<file path="src/rtl/core/sf_pkg.sv">
// Shared constants, register codes and types for the signal framer.
`timescale 1ns / 1ps
package sf_pkg;

  localparam int unsigned WORD_W     = 32;
  localparam int unsigned CNT_W      = 24;
  localparam int unsigned MAX_LEN    = 64;
  localparam int unsigned RING_DEPTH = 64;
  localparam int unsigned RING_AW    = 6;
  localparam int unsigned LEN_W      = 7;
  localparam int unsigned STEP_W     = 12;
  localparam int unsigned OFS_W      = 6;
  localparam int unsigned CFG_IDX_W  = 2;

  // Configuration register indexes
  typedef enum logic [CFG_IDX_W-1:0] {
    CFG_WIN_LEN  = 2'd0,
    CFG_HOP      = 2'd1,
    CFG_PAD_END  = 2'd2,
    CFG_PAD_WORD = 2'd3
  } cfg_idx_t;

  // Input commands
  typedef enum logic {
    CMD_PUSH  = 1'b0,
    CMD_DRAIN = 1'b1
  } cmd_t;

  // Raw configuration register contents
  typedef struct packed {
    logic [LEN_W-1:0]  win_len;
    logic [STEP_W-1:0] hop;
    logic              pad_end;
    logic [WORD_W-1:0] pad_word;
  } cfg_t;

  // Ring write request from the sequencer
  typedef struct packed {
    logic               en;
    logic [RING_AW-1:0] addr;
    logic [WORD_W-1:0]  data;
  } ring_wr_t;

  // Ring read request from the sequencer
  typedef struct packed {
    logic               en;
    logic [RING_AW-1:0] addr;
  } ring_rd_t;

endpackage

</file>
<file path="src/rtl/core/sf_ring.sv">
// Sample ring: one write port, one read port with registered read data.
`timescale 1ns / 1ps
module sf_ring (
  input  logic                       clk,
  input  sf_pkg::ring_wr_t           wr,
  input  sf_pkg::ring_rd_t           rd,
  output logic [sf_pkg::WORD_W-1:0]  rd_data
);

  logic [sf_pkg::WORD_W-1:0] mem [sf_pkg::RING_DEPTH];

  // Write the pushed sample
  always_ff @(posedge clk) begin
    if (wr.en) begin
      mem[wr.addr] <= wr.data;
    end
  end

  // Registered read, hold data between reads
  always_ff @(posedge clk) begin
    if (rd.en) begin
      rd_data <= mem[rd.addr];
    end
  end

endmodule

</file>
<file path="src/rtl/core/sf_ctrl.sv">
// Framing sequencer: counters, frame detection and per-word readout.
`timescale 1ns / 1ps
module sf_ctrl (
  input  logic                          clk,
  input  logic                          rst_n,
  input  sf_pkg::cfg_t                  cfg,
  input  logic                          in_valid,
  output logic                          in_ready,
  input  logic                          in_cmd,
  input  logic [sf_pkg::WORD_W-1:0]     in_sample,
  input  logic                          in_last,
  output sf_pkg::ring_wr_t              ring_wr,
  output sf_pkg::ring_rd_t              ring_rd,
  input  logic [sf_pkg::WORD_W-1:0]     ring_data,
  output logic                          out_valid,
  input  logic                          out_ready,
  output logic [sf_pkg::WORD_W-1:0]     out_value,
  output logic [sf_pkg::CNT_W-1:0]      out_frame_index,
  output logic [sf_pkg::OFS_W-1:0]      out_offset,
  output logic                          out_is_pad,
  output logic                          out_frame_last,
  output logic                          out_signal_done
);

  typedef enum logic [2:0] {
    S_IDLE = 3'b001,
    S_READ = 3'b010,
    S_OUT  = 3'b100
  } state_t;

  state_t                      state_r, state_nxt;
  logic [sf_pkg::CNT_W-1:0]    seen_r, seen_nxt;
  logic [sf_pkg::CNT_W-1:0]    start_r, start_nxt;
  logic [sf_pkg::CNT_W-1:0]    num_r, num_nxt;
  logic                        ended_r, ended_nxt;
  logic [sf_pkg::CNT_W-1:0]    fr_start_r, fr_start_nxt;
  logic [sf_pkg::CNT_W-1:0]    fr_num_r, fr_num_nxt;
  logic [sf_pkg::LEN_W-1:0]    len_r, len_nxt;
  logic [sf_pkg::LEN_W-1:0]    avail_r, avail_nxt;
  logic                        done_r, done_nxt;
  logic [sf_pkg::OFS_W-1:0]    k_r, k_nxt;

  logic [sf_pkg::LEN_W-1:0]    eff_len;
  logic [sf_pkg::STEP_W-1:0]   eff_step;
  logic                        accept;
  logic                        is_push;
  logic [sf_pkg::CNT_W-1:0]    base_seen, base_start, base_num;
  logic [sf_pkg::CNT_W-1:0]    seen_upd;
  logic [sf_pkg::CNT_W-1:0]    span;
  logic [sf_pkg::CNT_W-1:0]    start_adv;
  logic [sf_pkg::CNT_W-1:0]    rest;
  logic [sf_pkg::CNT_W-1:0]    len_ext;
  logic                        fire;
  logic                        pad_left;
  logic                        last_word;

  // Clamp the configured length and step to their legal ranges
  always_comb begin
    if (cfg.win_len == '0) begin
      eff_len = sf_pkg::LEN_W'(1);
    end else if (cfg.win_len > sf_pkg::LEN_W'(sf_pkg::MAX_LEN)) begin
      eff_len = sf_pkg::LEN_W'(sf_pkg::MAX_LEN);
    end else begin
      eff_len = cfg.win_len;
    end
    eff_step = (cfg.hop == '0) ? sf_pkg::STEP_W'(1) : cfg.hop;
  end

  assign in_ready = (state_r == S_IDLE);
  assign accept   = in_valid && in_ready;
  assign is_push  = (in_cmd == sf_pkg::CMD_PUSH);
  assign len_ext  = sf_pkg::CNT_W'(eff_len);

  // Decide whether the accepted item completes or drains a frame
  always_comb begin
    if (is_push && ended_r) begin
      base_seen  = '0;
      base_start = '0;
      base_num   = '0;
    end else begin
      base_seen  = seen_r;
      base_start = start_r;
      base_num   = num_r;
    end
    seen_upd  = is_push ? (base_seen + sf_pkg::CNT_W'(1)) : base_seen;
    span      = seen_upd - base_start;
    start_adv = base_start + sf_pkg::CNT_W'(eff_step);
    rest      = seen_upd - start_adv;
    pad_left  = cfg.pad_end && (rest != '0) && (rest < len_ext);
    if (is_push) begin
      fire = (span == len_ext);
    end else begin
      fire = ended_r && cfg.pad_end && (span != '0) && (span < len_ext);
    end
  end

  // Sequence: accept, then read and present one word per frame position
  always_comb begin
    state_nxt    = state_r;
    seen_nxt     = seen_r;
    start_nxt    = start_r;
    num_nxt      = num_r;
    ended_nxt    = ended_r;
    fr_start_nxt = fr_start_r;
    fr_num_nxt   = fr_num_r;
    len_nxt      = len_r;
    avail_nxt    = avail_r;
    done_nxt     = done_r;
    k_nxt        = k_r;
    case (state_r)
      S_IDLE: begin
        if (accept) begin
          if (is_push) begin
            seen_nxt  = seen_upd;
            start_nxt = base_start;
            num_nxt   = base_num;
            ended_nxt = in_last;
          end
          if (fire) begin
            fr_start_nxt = base_start;
            fr_num_nxt   = base_num;
            start_nxt    = start_adv;
            num_nxt      = base_num + sf_pkg::CNT_W'(1);
            len_nxt      = eff_len;
            avail_nxt    = span[sf_pkg::LEN_W-1:0];
            done_nxt     = (!is_push || in_last) && !pad_left;
            k_nxt        = '0;
            state_nxt    = S_READ;
          end
        end
      end
      S_READ: begin
        state_nxt = S_OUT;
      end
      S_OUT: begin
        if (out_ready) begin
          if (last_word) begin
            state_nxt = S_IDLE;
          end else begin
            k_nxt     = k_r + sf_pkg::OFS_W'(1);
            state_nxt = S_READ;
          end
        end
      end
      default: begin
        state_nxt = S_IDLE;
      end
    endcase
  end

  // Hold control state and counters
  always_ff @(posedge clk) begin
    if (!rst_n) begin
      state_r <= S_IDLE;
      seen_r  <= '0;
      start_r <= '0;
      num_r   <= '0;
      ended_r <= 1'b0;
    end else begin
      state_r <= state_nxt;
      seen_r  <= seen_nxt;
      start_r <= start_nxt;
      num_r   <= num_nxt;
      ended_r <= ended_nxt;
    end
  end

  // Hold the frame being emitted
  always_ff @(posedge clk) begin
    fr_start_r <= fr_start_nxt;
    fr_num_r   <= fr_num_nxt;
    len_r      <= len_nxt;
    avail_r    <= avail_nxt;
    done_r     <= done_nxt;
    k_r        <= k_nxt;
  end

  // Ring accesses
  assign ring_wr.en   = accept && is_push;
  assign ring_wr.addr = base_seen[sf_pkg::RING_AW-1:0];
  assign ring_wr.data = in_sample;
  assign ring_rd.en   = (state_r == S_READ);
  assign ring_rd.addr = fr_start_r[sf_pkg::RING_AW-1:0] + k_r;

  // Present the current word
  assign last_word       = ((sf_pkg::LEN_W'(k_r) + sf_pkg::LEN_W'(1)) == len_r);
  assign out_valid       = (state_r == S_OUT);
  assign out_is_pad      = (sf_pkg::LEN_W'(k_r) >= avail_r);
  assign out_value       = out_is_pad ? cfg.pad_word : ring_data;
  assign out_frame_index = fr_num_r;
  assign out_offset      = k_r;
  assign out_frame_last  = last_word;
  assign out_signal_done = last_word && done_r;

endmodule

</file>
<file path="src/rtl/core/signal_framer.sv">
// Top level: stream ports, configuration registers, sequencer and ring.
// Flow: a push that completes a frame moves the sequencer from idle to reading;
// each word of the frame is read from the ring (registered), then output.
// Stalls: items with no results leave the input ready; the input is held off
// until the last word of a frame is taken.
// Reset: synchronous active-low rst_n clears counters, state and config registers
// (window length 1, hop 1, pad_end 0, pad_word 0); ring contents stay.
`timescale 1ns / 1ps
module signal_framer (
  input  logic                            clk,
  input  logic                            rst_n,
  input  logic                            in_tvalid,
  output logic                            in_tready,
  input  logic [31:0]                     in_tdata,   // [31:0] sample
  input  logic                            in_tuser,   // [0] cmd
  input  logic                            in_tlast,   // last_sample
  output logic                            out_tvalid,
  input  logic                            out_tready,
  // [31:0] value, [55:32] frame_index, [61:56] offset_in_frame, [63:62] zero
  output logic [63:0]                     out_tdata,
  output logic [1:0]                      out_tuser,  // [0] is_pad, [1] signal_done
  output logic                            out_tlast,  // frame_last
  input  logic                            cfg_valid,
  output logic                            cfg_ready,
  input  logic [sf_pkg::CFG_IDX_W-1:0]    cfg_index,
  input  logic [31:0]                     cfg_data
);

  sf_pkg::cfg_t                 cfg_r, cfg_nxt;
  sf_pkg::ring_wr_t             ring_wr;
  sf_pkg::ring_rd_t             ring_rd;
  logic [sf_pkg::WORD_W-1:0]    ring_data;
  logic [sf_pkg::WORD_W-1:0]    o_value;
  logic [sf_pkg::CNT_W-1:0]     o_frame_index;
  logic [sf_pkg::OFS_W-1:0]     o_offset;
  logic                         o_is_pad;
  logic                         o_signal_done;

  assign cfg_ready = 1'b1;

  // Decode configuration writes
  always_comb begin
    cfg_nxt = cfg_r;
    if (cfg_valid) begin
      case (sf_pkg::cfg_idx_t'(cfg_index))
        sf_pkg::CFG_WIN_LEN:  cfg_nxt.win_len  = cfg_data[sf_pkg::LEN_W-1:0];
        sf_pkg::CFG_HOP:      cfg_nxt.hop      = cfg_data[sf_pkg::STEP_W-1:0];
        sf_pkg::CFG_PAD_END:  cfg_nxt.pad_end  = cfg_data[0];
        sf_pkg::CFG_PAD_WORD: cfg_nxt.pad_word = cfg_data;
        default:              cfg_nxt = cfg_r;
      endcase
    end
  end

  always_ff @(posedge clk) begin
    if (!rst_n) begin
      cfg_r.win_len  <= sf_pkg::LEN_W'(1);
      cfg_r.hop      <= sf_pkg::STEP_W'(1);
      cfg_r.pad_end  <= 1'b0;
      cfg_r.pad_word <= '0;
    end else begin
      cfg_r <= cfg_nxt;
    end
  end

  sf_ctrl u_ctrl (
    .clk             (clk),
    .rst_n           (rst_n),
    .cfg             (cfg_r),
    .in_valid        (in_tvalid),
    .in_ready        (in_tready),
    .in_cmd          (in_tuser),
    .in_sample       (in_tdata),
    .in_last         (in_tlast),
    .ring_wr         (ring_wr),
    .ring_rd         (ring_rd),
    .ring_data       (ring_data),
    .out_valid       (out_tvalid),
    .out_ready       (out_tready),
    .out_value       (o_value),
    .out_frame_index (o_frame_index),
    .out_offset      (o_offset),
    .out_is_pad      (o_is_pad),
    .out_frame_last  (out_tlast),
    .out_signal_done (o_signal_done)
  );

  sf_ring u_ring (
    .clk     (clk),
    .wr      (ring_wr),
    .rd      (ring_rd),
    .rd_data (ring_data)
  );

  // Pack result fields
  assign out_tdata = {2'b00, o_offset, o_frame_index, o_value};
  assign out_tuser = {o_signal_done, o_is_pad};

endmodule
</file>
<file path="config.mk">
export PLATFORM = sky130hd
export DESIGN_NAME = signal_framer
export DESIGN_NICKNAME = d
export VERILOG_FILES = /design/src/rtl/core/sf_pkg.sv /design/src/rtl/core/sf_ring.sv /design/src/rtl/core/sf_ctrl.sv /design/src/rtl/core/signal_framer.sv
export SDC_FILE = /design/constraint.sdc
export NUM_CORES = 2
export LEC_CHECK = 0
export CAP_MARGIN = 0
export CORE_ASPECT_RATIO = 0.8
export CORE_UTILIZATION = 45
export DETAILED_ROUTE_END_ITERATION = 12
export DONT_BUFFER_PORTS = 1
export SYNTH_ARGS = -nofsm -noshare
export SYNTH_HDL_FRONTEND = slang
export SYNTH_SLANG_ARGS = --single-unit
</file>
<file path="constraint.sdc">
create_clock -name clk -period 11.1 [get_ports clk]
set_input_delay 1.11 -clock clk [delete_from_list [all_inputs] [get_ports clk]]
set_output_delay 1.11 -clock clk [all_outputs]
set_load 0.05 [all_outputs]
</file>
Word-level counts from Yosys, hierarchy flattened
Memory sizes are Yosys's and may differ from the RTL's. A register that Yosys moved wholly into a read port is not among the register bits.
Cells that the tools add are included.
- add/sub/neg operators: 8
- order comparisons: 4
- equality and inequality tests: 13
- multiplexer cells: 25
- bitwise logic cells: 1
- reductions and logical operators: 27
- operator list (operator ; number):
    24-bit two-way mux ; 8
    24-bit by 1-bit adder with 24-bit output, second input constant ; 2
    24-bit by 7-bit < comparator with 1-bit output ; 2
    24-bit nonzero test ; 2
    24-bit subtractor ; 2
    32-bit two-way mux ; 1
    24-bit by 12-bit adder with 24-bit output ; 1
    24-bit by 7-bit == test with 1-bit output ; 1
    6-bit two-way mux ; 4
    7-bit two-way mux ; 2
    12-bit zero test ; 1
    12-bit two-way mux ; 1
    6-bit one-hot mux with 2 select lines ; 1
    3-bit AND reduction ; 4
    1-bit logical AND ; 10
    3-bit two-way mux ; 3
    3-bit one-hot mux with 3 select lines ; 1
    2-bit AND reduction ; 4
    6-bit by 1-bit adder with 7-bit output, second input constant ; 1
    7-bit == test ; 1
    6-bit by 7-bit >= comparator with 1-bit output ; 1
    7-bit > comparator, second input constant ; 1
    7-bit zero test ; 1
    6-bit by 1-bit adder with 6-bit output, second input constant ; 1
    other kinds (16) ; 22
- bits in registers: 179
- RAM bits: 2048
- bits of input ports: 73
- output and inout port bits: 70
- word-level logic and storage cells: 94
- memories kept: 1
- memory list (name ; words ; bits a word ; rd ports ; clocked after memory_dff ; wr ports ; RTL line ; source):
    u_ring.mem ; 64 ; 32 ; 1 ; 1 ; 1 ; sf_ring.sv:10 ; logic [sf_pkg::WORD_W-1:0] mem [sf_pkg::RING_DEPTH];

Depth between registers and ports, before layout
- depth in word-level cells: 13
- depth in mapped cells: 29

Hierarchy
Synthesis repeated with hierarchy kept, for this count alone.
- cells, all modules: 4926
- area, all modules: 92019.5 µm²
- by module, submodules not included (module ; times used ; cells an instance ; area an instance (µm²)):
    sf_ring ; 1 ; 3324 ; 78835.6
    sf_ctrl ; 1 ; 1387 ; 11145.7
    signal_framer ; 1 ; 215 ; 2038.2

Least setup slack after synthesis
OpenSTA, ideal clock, no wires.
- path kind: input -> register
- from: input in_tuser
- to: register u_ctrl.avail_r[0] (netlist bit) (enable)
- library setup time: 0.448 ns
- data arrival time: 8.476 ns
- required time: 10.652 ns
- slack: 2.176 ns
- stages on the path: 27
- cells stage by stage: nand2b_1 > clkbuf_1 > clkbuf_1 > clkbuf_1 > clkbuf_1 > and2_1 > ha_1 > nand2_1 > mux2_2 > o22a_1 > ha_1 > a211o_2 > a41o_2 > xnor2_1 > inv_1 > ha_1 > nand3_1 > nor3_1 > nand3_1 > o21ai_0 > o211ai_1 > or4_1 > nor4_1 > nand4b_1 > clkbuf_1 > clkbuf_1 > nor2_1
- word-level cells in the longest chain between the ends: 11
- elaborated cells on any way between the ends: 14
- those cells by class: add/sub (2); order compare (1); eq/ne (1); mux (4); bitwise (1); reduce/logical (5)
- RTL lines (what ; RTL line ; source):
    start: declaration ; signal_framer.sv:15 ; input logic in_tuser,
    1-bit inverter ; sf_ctrl.sv:71 ; assign is_push = (in_cmd == sf_pkg::CMD_PUSH);
    1-bit logical AND ; sf_ctrl.sv:76 ; if (is_push && ended_r) begin
    24-bit two-way mux ; sf_ctrl.sv:76 ;
    24-bit by 1-bit adder with 24-bit output ; sf_ctrl.sv:85 ; seen_upd = is_push ? (base_seen + sf_pkg::CNT_W'(1)) : base_seen;
    24-bit two-way mux (*) ; sf_ctrl.sv:85 ;
    named net u_ctrl.seen_upd (one bit) ; sf_ctrl.sv:48 ; logic [sf_pkg::CNT_W-1:0] seen_upd;
    24-bit subtractor (*) ; sf_ctrl.sv:86 ; span = seen_upd - base_start;
    named net u_ctrl.span (one bit) ; sf_ctrl.sv:49 ; logic [sf_pkg::CNT_W-1:0] span;
    parallel branches: the longest is 3 deep, another holds 24-bit by 7-bit < comparator with 1-bit output ; - ;
    1-bit two-way mux (*) ; sf_ctrl.sv:90 ; if (is_push) begin
    3-bit AND reduction (no line) (*) ; - ;
    end signal: assignment ; sf_ctrl.sv:173 ; avail_r <= avail_nxt;
    end: declaration ; sf_ctrl.sv:39 ; logic [sf_pkg::LEN_W-1:0] avail_r, avail_nxt;
Mark *: on every way through the listed nets, which the timed path passes.
A chain may end at the register's enable or synchronous reset.

Worst setup path after layout
- from: register u_ctrl.ended_r
- to: register u_ctrl.fr_start_r[0] (netlist bit) (enable)
- word-level cells in the longest chain between the ends: 10
- elaborated cells on any way between the ends: 14
- those cells by class: add/sub (2); order compare (1); eq/ne (1); mux (4); reduce/logical (6)
- RTL lines (what ; RTL line ; source):
    start: declaration ; sf_ctrl.sv:35 ; logic ended_r, ended_nxt;
    start signal: assignment ; sf_ctrl.sv:164 ; ended_r <= ended_nxt;
    1-bit logical AND (*) ; sf_ctrl.sv:76 ;
    24-bit two-way mux (*) ; sf_ctrl.sv:76 ;
    24-bit by 1-bit adder with 24-bit output ; sf_ctrl.sv:85 ;
    24-bit two-way mux (*) ; sf_ctrl.sv:85 ;
    named net u_ctrl.seen_upd (one bit) ; sf_ctrl.sv:48 ;
    24-bit subtractor (*) ; sf_ctrl.sv:86 ;
    named net u_ctrl.span (one bit) ; sf_ctrl.sv:49 ;
    parallel branches: the longest is 3 deep, another holds 24-bit by 7-bit < comparator with 1-bit output ; - ;
    1-bit two-way mux (*) ; sf_ctrl.sv:90 ;
    3-bit AND reduction (no line) (*) ; - ;
    end signal: assignment ; sf_ctrl.sv:170 ; fr_start_r <= fr_start_nxt;
    end: declaration ; sf_ctrl.sv:36 ; logic [sf_pkg::CNT_W-1:0] fr_start_r, fr_start_nxt;
Marked as above.

==> flow_summary_export.csv <==
group,metric,value,unit
clock_network,cts_buffers,212,
run_status,status,"finished clean",
die,dieArea,205000,um2
power_and_ir_drop,p_leak,32.0,nW
yosys,syn_area,91400,um2
routing,vias_per_cell,6.16,
global_routing,first_global_vias,45782,
setup_path,path_cells,"nand2b_4 > and2_1 > ha_1 > mux2i_1 > inv_1 > fa_1 > a211o_2 > a41o_2 > xnor2_1 > inv_1 > ha_1 > and4b_1 > o21ai_0 > o21ai_0 > o211ai_1 > or4_1 > nor4_1 > nand4b_1 > nor2_4 > buf_4",
sta,period_share,0.721,
global_routing,grt_pass1_wl,341,mm
die,die_w,506,um
global_routing,grt_overflow,0,
clock_network,root_buffer,"clkbuf_16",
power_and_ir_drop,peakVddDrop,0.164,mV
place,portBuffers,0,
routing,post_drt_wl_per_cell,31.5,um
yosys,async_reset_ff_frac,0,
yosys,synth_ff_type,"edfxtp_1",
sta,rsz0062_at_grt,"no",
global_routing,grt_max_degree,98,
finish,fin_area,102000,um2
clock_network,cts.sinks,2259,
setup_path,crit_path_top_delay_cell,"nand4b_1",
die,die_y,405,um
clock_network,worstSkewPairLatency,0.86,ns
clock_network,cts_hold_buf,0,
clock_network,cts.path.max_buffers,3,
global_routing,track_usage,0.234,
routing,drtIter0Drc,5575,
yosys,syn_inst,4676,
sta,slew_violations,0,
setup_path,arrival,8.45,ns
finish,register_area,66600,um2
setup_path,crit_path_end_kind,"register",
setup_path,worstPathBufferInverterCount,3,
finish,fill_cells,16019,
yosys,yosysTopAreaCellShare,0.700,
setup_path,cp_max_fo,36,
routing,vias,46890,
finish,area_delta_synth_final,11.8,%
yosys,synth-seq-area-share,0.728,
clock_network,path_clk_slew,0.07,ns
global_routing,grt_antenna_before_repair,15,
sta,tightestPinTransition,1.18,ns
sta,finalSetupViolCount,0,
die,pin_count,143,
routing,totalWireLength,240,mm
finish,drive_above_1_share,0.243,
setup_path,worstSetupPathType,"register to register",
sta,hold_viol_final,0,
yosys,ys_warn_count,0,
place,dpl_cell_area,95300,um2
finish,multi_input_area,24200,um2
setup_path,path_delay_family,"simple AND/OR/NAND/NOR gates",
sta,clock.fmax,0.125,GHz
setup_path,cp-start-kind,"register",
finish,finalNetCount,4917,
setup_path,cpPeakStageDelay,0.99,ns
routing,route.antenna.remaining_nets,0,
sta,relSlewSlack,0.207,
place,gp_congestion,0.856,
setup_path,cp.required,11.54,ns
power_and_ir_drop,power_density,168,nW/um2
yosys,yosysTopAreaCell,"edfxtp_1",
die,start_util,0.454,
yosys,synth_top_cells_by_area,"edfxtp_1 (70%), mux4_2 (16%), dfxtp_1 (2.8%)",
sta,clock_skew,0.0570,ns
yosys,synth-edff-count,2131,
routing,first_pass_iters,5,
die,rows,147,
yosys,synth_cell_types,89,
job,maxCapViolCount,0,
clock_network,post-cts-setup-buffer-count,0,
worst_hold_path,worstHoldStart,"in_tdata[13]",
yosys,synth.avg_cell_area,19.5,um2
place,place_hpwl,132,mm
clock_network,cts-resized-gates,0,
sta,tns,0,ns
routing,route.detailed.drc,0,
clock_network,cts_tree,"built",
clock_network,htreeDepth,4,
worst_hold_path,hp-class,"primary input to register",
sta,finalCriticalPeriod,8.01,ns
setup_path,cp-startpoint,"u_ctrl.ended_r",
yosys,ys_ff_latch,2259,
die,core,201000,um2
setup_path,timing.rr.start,"u_ctrl.ended_r",
## state kept, by name, summed over array words and instances (netlist names)
register,count
u_ctrl.fr_start_r,6
u_ctrl.out_frame_index,24
u_ctrl.done_r,1
u_ring.mem,2048
u_ctrl.seen_r,24
cfg_r,52
u_ctrl.num_r,24
u_ctrl.state_r,3
u_ring.rd_data,32
u_ctrl.out_offset,6
u_ctrl.ended_r,1
u_ctrl.len_r,7
u_ctrl.avail_r,7
u_ctrl.start_r,24
## final timing paths
| kind | to | slack, ns | cells after the start |
|---|---|---|---|
| max | u_ctrl.fr_start_r[0] | 3.09 | 20 |
| min | u_ring.mem[34][13] | 0.35 | 0 |
| max reg2reg | u_ctrl.fr_start_r[0] | 3.09 | 20 |
| min reg2reg | cfg_r[27] | 0.45 | 2 |
## per-layer routing
metal | share of wire | global-route usage | wire, um
met5 | 0.000054 | 0 | 13
met3 | 0.081 | 0.0449 | 19500
met4 | 0.017 | 0.0455 | 4040
met1 | 0.45 | 0.358 | 107000
met2 | 0.45 | 0.353 | 109000
## cell type report
cell class,instances,share of cell area
diodes,1,0.0000245
clock buffers,277,0.0557
clock inverters,113,0.0119
inverters,64,0.00238
multi-input cells,2103,0.237
flip-flops and latches,2259,0.651
well taps,2682,0.0328
repair buffers,115,0.00930
## power breakdown
group / internal [mW] / total (mW) / switching, mW
combinational: 0.176 / 0.501 / 0.325
clock: 4.05 / 7.27 / 3.22
sequential: 9.34 / 9.36 / 0.0201
total: 13.6 / 17.1 / 3.56
## kinds of logic after synthesis
kind of cell / count (synthesis) / share of synthesized area
compound gates: 408 / 0.0285
xor+xnor: 69 / 0.00661
fa+ha+maj: 89 / 0.0125
buf+inv: 315 / 0.0133
flops: 2259 / 0.728
mux: 728 / 0.168
other cells: 2 / 0.0000822
simple gates: 806 / 0.0428
## placed cells by master (no fill, tap or decap), drive strengths merged, types with 24 or more instances in the layout
cell and count:
clkbuf 277, a21oi 163, xor2 28, nor2b 48
a211oi 43, nand3 65, nor3 49, ha 85
mux2 34, xnor2 41, nand2 249, o21ai 60
mux2i 54, and3 28, edfxtp 2131, and2 37
a31oi 24, inv 72, buf 115, mux4 640
nor2 195, nand2b 24, clkinv 84, dfxtp 128
## cell usage after synthesis (7+ instances only)
| master | count |
|---|---|
| a211oi_1 | 43 |
| a21o_1 | 12 |
| a21oi_1 | 163 |
| a31oi_1 | 23 |
| and2_1 | 37 |
| and3_1 | 28 |
| buf_1 | 66 |
| clkbuf_1 | 177 |
| dfxtp_1 | 128 |
| edfxtp_1 | 2131 |
| ha_1 | 85 |
| inv_1 | 63 |
| mux2_2 | 34 |
| mux2i_1 | 54 |
| mux4_2 | 640 |
| nand2_1 | 249 |
| nand2b_1 | 24 |
| nand3_1 | 64 |
| nand4_1 | 18 |
| nand4b_1 | 8 |
| nor2_1 | 195 |
| nor2b_1 | 48 |
| nor3_1 | 49 |
| nor4_1 | 21 |
| o211ai_1 | 14 |
| o21a_1 | 7 |
| o21ai_0 | 54 |
| o21bai_1 | 7 |
| o2bb2ai_1 | 14 |
| or3_1 | 20 |
| or4_1 | 11 |
| xnor2_1 | 41 |
| xor2_1 | 28 |
## stage by stage
step           setup slack [ns]  total power [mW]  hold WS [ns]  std cells   util
3_3_place_gp               2.78              10.0         0.438       7223  0.474
5_1_grt                    2.50              17.6         0.298       7614  0.508
3_5_place_dp               2.70              10.0         0.447       7223  0.474
4_1_cts                    3.10              17.2         0.275       7613  0.508
6_report                   3.09              17.1         0.352       7614  0.508
2_1_floorplan              2.18              9.90         0.432       4677      -
Power figures use the tool's default switching activity.
